--- src/rtl/gcdalu_pkg.sv ---
package gcdalu_pkg;

	localparam int DATA_W  = 32;
	localparam int FRAC_W  = 16;
	localparam int QUO_W   = DATA_W + FRAC_W;
	localparam int PROD_W  = 2 * DATA_W;
	localparam int CMD_W   = 3;
	localparam int STAT_W  = 2;
	localparam int SHIFT_W = $clog2(DATA_W);
	localparam int CNT_W   = $clog2(QUO_W);
	localparam int UPC_W   = 5;

	typedef enum logic [CMD_W-1:0] {
		CMD_ADD  = 3'd0,
		CMD_SUB  = 3'd1,
		CMD_MUL  = 3'd2,
		CMD_DIV  = 3'd3,
		CMD_REM  = 3'd4,
		CMD_GCD  = 3'd5,
		CMD_LCM  = 3'd6,
		CMD_NONE = 3'd7
	} cmd_t;

	typedef enum logic [STAT_W-1:0] {
		ST_OK       = 2'd0,
		ST_DIV_ZERO = 2'd1,
		ST_OVERFLOW = 2'd2
	} status_t;

	// datapath operation of one microcode step
	typedef enum logic [4:0] {
		UOP_FIN_ADD,
		UOP_FIN_SUB,
		UOP_MUL_MAG,
		UOP_FIN_MUL,
		UOP_DIV_FRAC,
		UOP_DIV_INT,
		UOP_DIV_STEP,
		UOP_FIN_DIV,
		UOP_FIN_REM,
		UOP_GCD_INIT,
		UOP_GCD_STEP,
		UOP_FIN_GCD,
		UOP_LCM_DIV,
		UOP_MUL_LCM,
		UOP_FIN_LCM,
		UOP_FIN_ZDIV,
		UOP_FIN_ZERO
	} uop_t;

	typedef enum logic [2:0] {
		COND_NEXT,
		COND_B_ZERO,
		COND_AB_ZERO,
		COND_CNT_NZ,
		COND_GCD_RUN
	} cond_t;

	typedef struct packed {
		uop_t             uop;
		cond_t            cond;
		logic [UPC_W-1:0] target;
		logic             done;
	} ctrl_t;

	typedef struct packed {
		logic b_zero;
		logic ab_zero;
		logic cnt_nz;
		logic gcd_run;
	} flags_t;

	localparam logic [UPC_W-1:0] UA_ADD       = 5'd0;
	localparam logic [UPC_W-1:0] UA_SUB       = 5'd1;
	localparam logic [UPC_W-1:0] UA_MUL       = 5'd2;
	localparam logic [UPC_W-1:0] UA_MUL_FIN   = 5'd3;
	localparam logic [UPC_W-1:0] UA_DIV       = 5'd4;
	localparam logic [UPC_W-1:0] UA_DIV_LOOP  = 5'd5;
	localparam logic [UPC_W-1:0] UA_DIV_FIN   = 5'd6;
	localparam logic [UPC_W-1:0] UA_REM       = 5'd7;
	localparam logic [UPC_W-1:0] UA_REM_LOOP  = 5'd8;
	localparam logic [UPC_W-1:0] UA_REM_FIN   = 5'd9;
	localparam logic [UPC_W-1:0] UA_GCD       = 5'd10;
	localparam logic [UPC_W-1:0] UA_GCD_LOOP  = 5'd11;
	localparam logic [UPC_W-1:0] UA_GCD_FIN   = 5'd12;
	localparam logic [UPC_W-1:0] UA_LCM       = 5'd13;
	localparam logic [UPC_W-1:0] UA_LCM_GCD   = 5'd14;
	localparam logic [UPC_W-1:0] UA_LCM_DIV   = 5'd15;
	localparam logic [UPC_W-1:0] UA_LCM_DLOOP = 5'd16;
	localparam logic [UPC_W-1:0] UA_LCM_MUL   = 5'd17;
	localparam logic [UPC_W-1:0] UA_LCM_FIN   = 5'd18;
	localparam logic [UPC_W-1:0] UA_ZDIV      = 5'd19;
	localparam logic [UPC_W-1:0] UA_ZERO      = 5'd20;

	function automatic ctrl_t cw(uop_t uop, cond_t cond, logic [UPC_W-1:0] target,
			logic done);
		ctrl_t c;
		c.uop    = uop;
		c.cond   = cond;
		c.target = target;
		c.done   = done;
		return c;
	endfunction

	// microcode ROM
	function automatic ctrl_t ucode(logic [UPC_W-1:0] addr);
		ctrl_t c;
		case (addr)
			UA_ADD:       c = cw(UOP_FIN_ADD,  COND_NEXT,    UA_ADD,       1'b1);
			UA_SUB:       c = cw(UOP_FIN_SUB,  COND_NEXT,    UA_SUB,       1'b1);
			UA_MUL:       c = cw(UOP_MUL_MAG,  COND_NEXT,    UA_MUL,       1'b0);
			UA_MUL_FIN:   c = cw(UOP_FIN_MUL,  COND_NEXT,    UA_MUL_FIN,   1'b1);
			UA_DIV:       c = cw(UOP_DIV_FRAC, COND_B_ZERO,  UA_ZDIV,      1'b0);
			UA_DIV_LOOP:  c = cw(UOP_DIV_STEP, COND_CNT_NZ,  UA_DIV_LOOP,  1'b0);
			UA_DIV_FIN:   c = cw(UOP_FIN_DIV,  COND_NEXT,    UA_DIV_FIN,   1'b1);
			UA_REM:       c = cw(UOP_DIV_INT,  COND_B_ZERO,  UA_ZDIV,      1'b0);
			UA_REM_LOOP:  c = cw(UOP_DIV_STEP, COND_CNT_NZ,  UA_REM_LOOP,  1'b0);
			UA_REM_FIN:   c = cw(UOP_FIN_REM,  COND_NEXT,    UA_REM_FIN,   1'b1);
			UA_GCD:       c = cw(UOP_GCD_INIT, COND_NEXT,    UA_GCD,       1'b0);
			UA_GCD_LOOP:  c = cw(UOP_GCD_STEP, COND_GCD_RUN, UA_GCD_LOOP,  1'b0);
			UA_GCD_FIN:   c = cw(UOP_FIN_GCD,  COND_NEXT,    UA_GCD_FIN,   1'b1);
			UA_LCM:       c = cw(UOP_GCD_INIT, COND_AB_ZERO, UA_ZERO,      1'b0);
			UA_LCM_GCD:   c = cw(UOP_GCD_STEP, COND_GCD_RUN, UA_LCM_GCD,   1'b0);
			UA_LCM_DIV:   c = cw(UOP_LCM_DIV,  COND_NEXT,    UA_LCM_DIV,   1'b0);
			UA_LCM_DLOOP: c = cw(UOP_DIV_STEP, COND_CNT_NZ,  UA_LCM_DLOOP, 1'b0);
			UA_LCM_MUL:   c = cw(UOP_MUL_LCM,  COND_NEXT,    UA_LCM_MUL,   1'b0);
			UA_LCM_FIN:   c = cw(UOP_FIN_LCM,  COND_NEXT,    UA_LCM_FIN,   1'b1);
			UA_ZDIV:      c = cw(UOP_FIN_ZDIV, COND_NEXT,    UA_ZDIV,      1'b1);
			default:      c = cw(UOP_FIN_ZERO, COND_NEXT,    UA_ZERO,      1'b1);
		endcase
		return c;
	endfunction

	function automatic logic [UPC_W-1:0] entry(cmd_t cmd);
		logic [UPC_W-1:0] a;
		case (cmd)
			CMD_ADD: a = UA_ADD;
			CMD_SUB: a = UA_SUB;
			CMD_MUL: a = UA_MUL;
			CMD_DIV: a = UA_DIV;
			CMD_REM: a = UA_REM;
			CMD_GCD: a = UA_GCD;
			CMD_LCM: a = UA_LCM;
			default: a = UA_ZERO;
		endcase
		return a;
	endfunction

endpackage

--- src/rtl/gcdalu_if.sv ---
interface gcdalu_req_if import gcdalu_pkg::*; ();
	logic                     valid;
	logic                     ready;
	logic [CMD_W-1:0]         cmd;
	logic signed [DATA_W-1:0] operand_a;
	logic signed [DATA_W-1:0] operand_b;

	modport source (output valid, cmd, operand_a, operand_b, input ready);
	modport sink   (input valid, cmd, operand_a, operand_b, output ready);
endinterface

interface gcdalu_rsp_if import gcdalu_pkg::*; ();
	logic                     valid;
	logic                     ready;
	logic signed [DATA_W-1:0] result;
	logic signed [QUO_W-1:0]  quotient_fixed;
	logic [STAT_W-1:0]        status;

	modport source (output valid, result, quotient_fixed, status, input ready);
	modport sink   (input valid, result, quotient_fixed, status, output ready);
endinterface

--- src/rtl/gcdalu_seq.sv ---
module gcdalu_seq import gcdalu_pkg::*; (
	input  logic   clk,
	input  logic   arst_n,
	input  logic   start,
	input  cmd_t   cmd,
	input  flags_t flags,
	input  logic   hold,
	output ctrl_t  ctrl,
	output logic   fire,
	output logic   busy
);

	typedef enum logic {
		SEQ_IDLE,
		SEQ_RUN
	} seq_state_t;

	seq_state_t       state_q;
	logic [UPC_W-1:0] upc_q;
	logic             taken;

	assign ctrl = ucode(upc_q);
	assign busy = (state_q == SEQ_RUN);
	// a final step waits while the output register is still full
	assign fire = busy && !(ctrl.done && hold);

	always_comb begin
		case (ctrl.cond)
			COND_B_ZERO:  taken = flags.b_zero;
			COND_AB_ZERO: taken = flags.ab_zero;
			COND_CNT_NZ:  taken = flags.cnt_nz;
			COND_GCD_RUN: taken = flags.gcd_run;
			default:      taken = 1'b0;
		endcase
	end

	always_ff @(posedge clk or negedge arst_n) begin
		if (!arst_n) begin
			state_q <= SEQ_IDLE;
			upc_q   <= UA_ZERO;
		end else begin
			case (state_q)
				SEQ_IDLE: begin
					if (start) begin
						state_q <= SEQ_RUN;
						upc_q   <= entry(cmd);
					end
				end
				SEQ_RUN: begin
					if (fire) begin
						if (ctrl.done) begin
							state_q <= SEQ_IDLE;
						end else if (taken) begin
							upc_q <= ctrl.target;
						end else begin
							upc_q <= upc_q + UPC_W'(1);
						end
					end
				end
				default: state_q <= SEQ_IDLE;
			endcase
		end
	end

endmodule

--- src/rtl/integer_alu_gcd_lcm.sv ---
// channel | dir | fields                            | transfer
// req     | in  | cmd, operand_a, operand_b         | valid & ready
// rsp     | out | result, quotient_fixed, status    | valid & ready
//
// One item at a time; req.ready is high while the microcode sequencer is idle.
// Divide and remainder run 48 restoring division steps; gcd runs a binary gcd
// loop; lcm runs that loop, then a restoring division and a multiply. A zero
// divisor, or lcm with a zero operand, goes straight to its final step.
// The result register frees the sequencer; a stalled rsp holds the last step.
// arst_n clears the sequencer and rsp.valid.
module integer_alu_gcd_lcm import gcdalu_pkg::*; (
	input  logic        clk,
	input  logic        arst_n,
	gcdalu_req_if.sink  req,
	gcdalu_rsp_if.source rsp
);

	logic [DATA_W-1:0]  a_q, b_q;
	logic [DATA_W-1:0]  x_q, y_q;
	logic [SHIFT_W-1:0] k_q;
	logic [DATA_W-1:0]  rem_q;
	logic [QUO_W-1:0]   dvd_q;
	logic [DATA_W-1:0]  dsr_q;
	logic [CNT_W-1:0]   cnt_q;
	logic [PROD_W-1:0]  prod_q;

	logic               rsp_valid_q;
	logic [DATA_W-1:0]  rsp_result_q;
	logic [QUO_W-1:0]   rsp_quo_q;
	logic [STAT_W-1:0]  rsp_status_q;

	ctrl_t              ctrl;
	flags_t             flags;
	logic               fire, busy, req_fire, hold;

	logic [DATA_W-1:0]  ma, mb, gcd_val, mul_x;
	logic [PROD_W-1:0]  mul_p;
	logic [DATA_W:0]    trial, trial_diff;
	logic               trial_ge;
	logic [DATA_W-1:0]  sum, diff;
	logic               sign_x;
	logic               p_neg;

	logic [DATA_W-1:0]  fin_result;
	logic [QUO_W-1:0]   fin_quo;
	status_t            fin_status;

	assign req.ready   = !busy;
	assign req_fire    = req.valid && req.ready;
	assign hold        = rsp_valid_q && !rsp.ready;

	gcdalu_seq u_seq (
		.clk    (clk),
		.arst_n (arst_n),
		.start  (req_fire),
		.cmd    (cmd_t'(req.cmd)),
		.flags  (flags),
		.hold   (hold),
		.ctrl   (ctrl),
		.fire   (fire),
		.busy   (busy)
	);

	assign ma = a_q[DATA_W-1] ? -a_q : a_q;
	assign mb = b_q[DATA_W-1] ? -b_q : b_q;

	assign flags.b_zero  = (b_q == '0);
	assign flags.ab_zero = (a_q == '0) || (b_q == '0);
	assign flags.cnt_nz  = (cnt_q != '0);
	assign flags.gcd_run = (x_q != '0) && (y_q != '0);

	// after the binary gcd loop one of x, y is zero
	assign gcd_val = (x_q | y_q) << k_q;

	assign mul_x = (ctrl.uop == UOP_MUL_LCM) ? dvd_q[DATA_W-1:0] : ma;
	assign mul_p = PROD_W'(mul_x) * PROD_W'(mb);

	// restoring division, one quotient bit per step
	assign trial      = {rem_q, dvd_q[QUO_W-1]};
	assign trial_ge   = (trial >= {1'b0, dsr_q});
	assign trial_diff = trial - {1'b0, dsr_q};

	assign sum    = a_q + b_q;
	assign diff   = a_q - b_q;
	assign sign_x = a_q[DATA_W-1] ^ b_q[DATA_W-1];
	assign p_neg  = sign_x && (prod_q != '0);

	always_comb begin
		fin_result = '0;
		fin_quo    = '0;
		fin_status = ST_OK;
		case (ctrl.uop)
			UOP_FIN_ADD: begin
				fin_result = sum;
				if (a_q[DATA_W-1] == b_q[DATA_W-1] && sum[DATA_W-1] != a_q[DATA_W-1])
					fin_status = ST_OVERFLOW;
			end
			UOP_FIN_SUB: begin
				fin_result = diff;
				if (a_q[DATA_W-1] != b_q[DATA_W-1] && diff[DATA_W-1] != a_q[DATA_W-1])
					fin_status = ST_OVERFLOW;
			end
			UOP_FIN_MUL: begin
				fin_result = p_neg ? -prod_q[DATA_W-1:0] : prod_q[DATA_W-1:0];
				// a magnitude of exactly 2^(w-1) fits only when negative
				if ((prod_q[PROD_W-1:DATA_W] != '0) ||
						(prod_q[DATA_W-1] && !(p_neg && prod_q[DATA_W-2:0] == '0)))
					fin_status = ST_OVERFLOW;
			end
			UOP_FIN_DIV: begin
				fin_quo = sign_x ? -dvd_q : dvd_q;
				if (!sign_x && dvd_q[QUO_W-1])
					fin_status = ST_OVERFLOW;
			end
			UOP_FIN_REM: begin
				fin_result = a_q[DATA_W-1] ? -rem_q : rem_q;
			end
			UOP_FIN_GCD: begin
				fin_result = gcd_val;
				if (gcd_val[DATA_W-1])
					fin_status = ST_OVERFLOW;
			end
			UOP_FIN_LCM: begin
				fin_result = prod_q[DATA_W-1:0];
				if (prod_q[PROD_W-1:DATA_W-1] != '0)
					fin_status = ST_OVERFLOW;
			end
			UOP_FIN_ZDIV: begin
				fin_status = ST_DIV_ZERO;
			end
			default: begin
				fin_status = ST_OK;
			end
		endcase
	end

	always_ff @(posedge clk) begin
		if (req_fire) begin
			a_q <= req.operand_a;
			b_q <= req.operand_b;
		end
		if (fire) begin
			case (ctrl.uop)
				UOP_MUL_MAG, UOP_MUL_LCM: begin
					prod_q <= mul_p;
				end
				UOP_DIV_FRAC: begin
					rem_q <= '0;
					dvd_q <= {ma, {FRAC_W{1'b0}}};
					dsr_q <= mb;
					cnt_q <= CNT_W'(QUO_W - 1);
				end
				UOP_DIV_INT: begin
					rem_q <= '0;
					dvd_q <= {{FRAC_W{1'b0}}, ma};
					dsr_q <= mb;
					cnt_q <= CNT_W'(QUO_W - 1);
				end
				UOP_LCM_DIV: begin
					rem_q <= '0;
					dvd_q <= {{FRAC_W{1'b0}}, ma};
					dsr_q <= gcd_val;
					cnt_q <= CNT_W'(QUO_W - 1);
				end
				UOP_DIV_STEP: begin
					rem_q <= trial_ge ? trial_diff[DATA_W-1:0] : trial[DATA_W-1:0];
					dvd_q <= {dvd_q[QUO_W-2:0], trial_ge};
					cnt_q <= cnt_q - CNT_W'(1);
				end
				UOP_GCD_INIT: begin
					x_q <= ma;
					y_q <= mb;
					k_q <= '0;
				end
				UOP_GCD_STEP: begin
					if (flags.gcd_run) begin
						if (!x_q[0] && !y_q[0]) begin
							x_q <= x_q >> 1;
							y_q <= y_q >> 1;
							k_q <= k_q + SHIFT_W'(1);
						end else if (!x_q[0]) begin
							x_q <= x_q >> 1;
						end else if (!y_q[0]) begin
							y_q <= y_q >> 1;
						end else if (x_q >= y_q) begin
							x_q <= (x_q - y_q) >> 1;
						end else begin
							y_q <= (y_q - x_q) >> 1;
						end
					end
				end
				default: begin
				end
			endcase
		end
	end

	always_ff @(posedge clk or negedge arst_n) begin
		if (!arst_n) begin
			rsp_valid_q <= 1'b0;
		end else if (fire && ctrl.done) begin
			rsp_valid_q <= 1'b1;
		end else if (rsp.ready) begin
			rsp_valid_q <= 1'b0;
		end
	end

	always_ff @(posedge clk) begin
		if (fire && ctrl.done) begin
			rsp_result_q <= fin_result;
			rsp_quo_q    <= fin_quo;
			rsp_status_q <= fin_status;
		end
	end

	assign rsp.valid          = rsp_valid_q;
	assign rsp.result         = rsp_result_q;
	assign rsp.quotient_fixed = rsp_quo_q;
	assign rsp.status         = rsp_status_q;

endmodule

--- src/flat_wrapper.sv ---
// flat-port wrapper written by rule: the top's interface ports become plain ports
module integer_alu_gcd_lcm_flat import gcdalu_pkg::*;
  (clk, arst_n, req_valid, req_cmd, req_operand_a, req_operand_b, req_ready, rsp_valid, rsp_result, rsp_quotient_fixed, rsp_status, rsp_ready);
  gcdalu_req_if req_i ();
  gcdalu_rsp_if rsp_i ();
  input  logic clk;
  input  logic arst_n;
  input wire logic [$bits(req_i.valid)-1:0] req_valid;
  input wire logic [$bits(req_i.cmd)-1:0] req_cmd;
  input wire logic [$bits(req_i.operand_a)-1:0] req_operand_a;
  input wire logic [$bits(req_i.operand_b)-1:0] req_operand_b;
  output wire logic [$bits(req_i.ready)-1:0] req_ready;
  output wire logic [$bits(rsp_i.valid)-1:0] rsp_valid;
  output wire logic [$bits(rsp_i.result)-1:0] rsp_result;
  output wire logic [$bits(rsp_i.quotient_fixed)-1:0] rsp_quotient_fixed;
  output wire logic [$bits(rsp_i.status)-1:0] rsp_status;
  input wire logic [$bits(rsp_i.ready)-1:0] rsp_ready;
  assign req_i.valid = req_valid;
  assign req_i.cmd = req_cmd;
  assign req_i.operand_a = req_operand_a;
  assign req_i.operand_b = req_operand_b;
  assign req_ready = req_i.ready;
  assign rsp_valid = rsp_i.valid;
  assign rsp_result = rsp_i.result;
  assign rsp_quotient_fixed = rsp_i.quotient_fixed;
  assign rsp_status = rsp_i.status;
  assign rsp_i.ready = rsp_ready;
  integer_alu_gcd_lcm u_core (.clk(clk), .arst_n(arst_n), .req(req_i), .rsp(rsp_i));
endmodule
--- config.mk ---
export PLATFORM = sky130hd
export DESIGN_NAME = integer_alu_gcd_lcm_flat
export DESIGN_NICKNAME = d
export VERILOG_FILES = /design/src/rtl/gcdalu_pkg.sv /design/src/rtl/gcdalu_if.sv /design/src/rtl/gcdalu_seq.sv /design/src/rtl/integer_alu_gcd_lcm.sv /design/src/flat_wrapper.sv
export SDC_FILE = /design/constraint.sdc
export NUM_CORES = 2
export LEC_CHECK = 0
export ABC_AREA = 0
export BUFFER_PORTS_ARGS = -buffer_cell sky130_fd_sc_hd__buf_2
export CORE_MARGIN = 5
export CORE_UTILIZATION = 55
export DETAILED_ROUTE_END_ITERATION = 8
export PLACE_DENSITY = 0.85
export SYNTH_ARGS = -nofsm -noshare
export SYNTH_HDL_FRONTEND = slang
export SYNTH_HIERARCHICAL = 1
export SYNTH_SLANG_ARGS = --single-unit
--- constraint.sdc ---
create_clock -name clk -period 10.25 [get_ports clk]
set_input_delay 2.05 -clock clk [delete_from_list [all_inputs] [get_ports clk]]
set_output_delay 2.05 -clock clk [all_outputs]
set_load 0.02 [all_outputs]
==> results.md <==
- R2R setup slack: 0.14 ns
- Finish-stage setup viols: 0
- Hold Crit Start: u_core/cnt_q[3]
- Post-synth net total: 8,589
- Worst-path fanout max: 14
- Top Family by Delay on Critical Path: adder cells
- Slowest cell on crit path: fa_1
- Synth Instances: 7,150
- Final hold viol count: 0
- Worst r2r src: u_core/a_q[16]
- Critical Path RT: 10.63 ns
- Detail Placement HPWL: 205 mm
- Final min period: 10.11 ns
- Worst stage delay on the critical path: 0.56 ns
- CTS tree: yes
- Largest net degree at the start of global routing: 104
- Die Ht: 350 um
- Slew HR: 0.0113%
- Total number of vias: 57,400
- Crit path buffers/inverters: 6
- Worst-margin pin slew: 1.49 ns
- Fmax: 98.9 MHz
- Most frequent cells in the layout: inv_1 (1,099), nor2_1 (965), fa_1 (901)
- H-tree levels: 2
- Clock Tree Buf Depth: 3
- Max-Cap Viols: 1
- Syn. warnings: 6
- Total gr overflow: 0
- Hold Crit Class: reg -> reg
- Wire per inst: 27.7 um
- Max-slew violations: 0
- Iteration-0 DRC count of the detailed router: 6,984
- Number of global-route vias before repair: 57,500
- Placed cells: 8,925
- Final period util: 98.7%
- IO Count: 155
- Initial antenna violation count: 17
- Status: complete, but fails checks
- Failing checks: capacitance limit
- Most common cell after layout, fill and taps aside: inv_1
- CP Launch Type: flop
- DRC: 0
- Avg Vias per Cell: 6.34
- Worst path most repeated cell: fa_1
- Worst Skew: 0.0368 ns
- Hold Buf Count CTS: 0
- CTS Sinks: 404
- FF-to-FF End: u_core/prod_q[57]
- Worst path arrival time: 10.50 ns
- Clock Latency Late Sink: 0.67 ns
- Syn avg cell area: 8.89 um^2
- Rows: 124
- Initial core utilization: 55.5%
- Nets: 8,921
- P&R area growth vs syn: 12.4%
- CTS Buf Count: 48
- Placer Congestion: 1.10
- Root Driver: clkbuf_16
- First-pass GRT wire length: 366 mm
- Pre-antenna DRT Iters: 9
- Clk slew on worst S/H paths: 0.06 ns
- Hold depth: 2
- Post-DRT Antenna Nets: 0
- Routed WL: 250 mm
- Total GRT Usage: 40.4%
- Cell Count, Final, Fillers Out: 9,041
- Layout cell share with drive strength beyond 1: 12.8%
- Post-Syn Area: 63,600 um^2
- CP Class: reg -> reg
- IO buf count: 154
- Worst reg2reg path depth: 33
- Setup crit end kind: flop
- Die width: 350 um
- Core Footprint: 115,000 um^2
- Area of the die: 122,000 um^2
- Worst Hold Path EP: u_core/cnt_q[3]
==> per-layer routing <==
metal | wire length (um) | share of wire (%) | GRT usage [%] | up-vias
met3 | 31000 | 12 | 12.4 | 1126
met4 | 25800 | 10 | 31.7 | 16
li1 | - | - | - | 24100
met5 | 109 | 0.044 | 0 | -
met2 | 108000 | 43 | 61.1 | 3925
met1 | 85500 | 34 | 48.1 | 28200
==> cell type report <==
class                           instances  area (um^2)
Clock buffer                           55         1250
Timing Repair Buffer                  657         5100
Sequential cell                       404        12100
Antenna cell                           12         30.0
Multi-Input combinational cell       5265        46600
Fill cell                            9496        43000
Clock inverter                         30          374
Inverter                             1106         4150
Tap cell                             1512         1890
==> timing repair <==
action,CTS,global route
pin swaps,1,19
buffers inserted,0,16
hold endpoints to repair,0,0
gates cloned,0,3
resized for setup,4,84
endpoints found under the setup margin,3,16
==> sequential cells by signal (all words and copies together), names as in the netlist, 6 cells and up <==
signal,flops
u_core/prod_q,64
u_core/dvd_q,48
u_core/rsp.quotient_fixed,48
u_core/a_q,32
u_core/b_q,32
u_core/dsr_q,32
u_core/rem_q,32
u_core/rsp.result,32
u_core/x_q,32
u_core/y_q,32
u_core/cnt_q,6
==> through the flow <==
stage | hold slack, ns | area, um^2 | utilization [%] | worst slack (ns) | TNS [ns]
floorplan | 0.553 | 63600 | - | 0.236 | 0
global placement | 0.584 | 69200 | 60.5 | 0.0560 | 0
detailed placement | 0.599 | 69200 | 60.5 | 0.00924 | 0
CTS | 0.614 | 70900 | 61.9 | 0.00174 | 0
global route | 0.619 | 71400 | 62.4 | -0.0959 | -0.249
finish | 0.607 | 71500 | 62.4 | 0.136 | 0
==> tightest hold or removal path, cell delays in order, from the launching register on <==
cell and delay (ns):
edfxtp_1 0.36, xnor2_1 0.08, nand2_1 0.06
==> worst max path at each step <==
stage          depth (start not counted)             startpoint  slack (ns)                 to
2_1_floorplan                         36  u_core/u_seq/upc_q[3]        0.24  u_core/prod_q[57]
3_3_place_gp                          32         u_core/b_q[12]        0.06  u_core/prod_q[60]
3_5_place_dp                          34         u_core/a_q[16]       0.009  u_core/prod_q[60]
4_1_cts                               31         u_core/a_q[16]       0.002  u_core/prod_q[57]
5_1_grt                               33         u_core/a_q[16]        -0.1  u_core/prod_q[60]
6_report                              33         u_core/a_q[16]        0.14  u_core/prod_q[57]
Power is not shown: default switching activity piles up to over one toggle a cycle in this logic, so the estimate is an artifact.
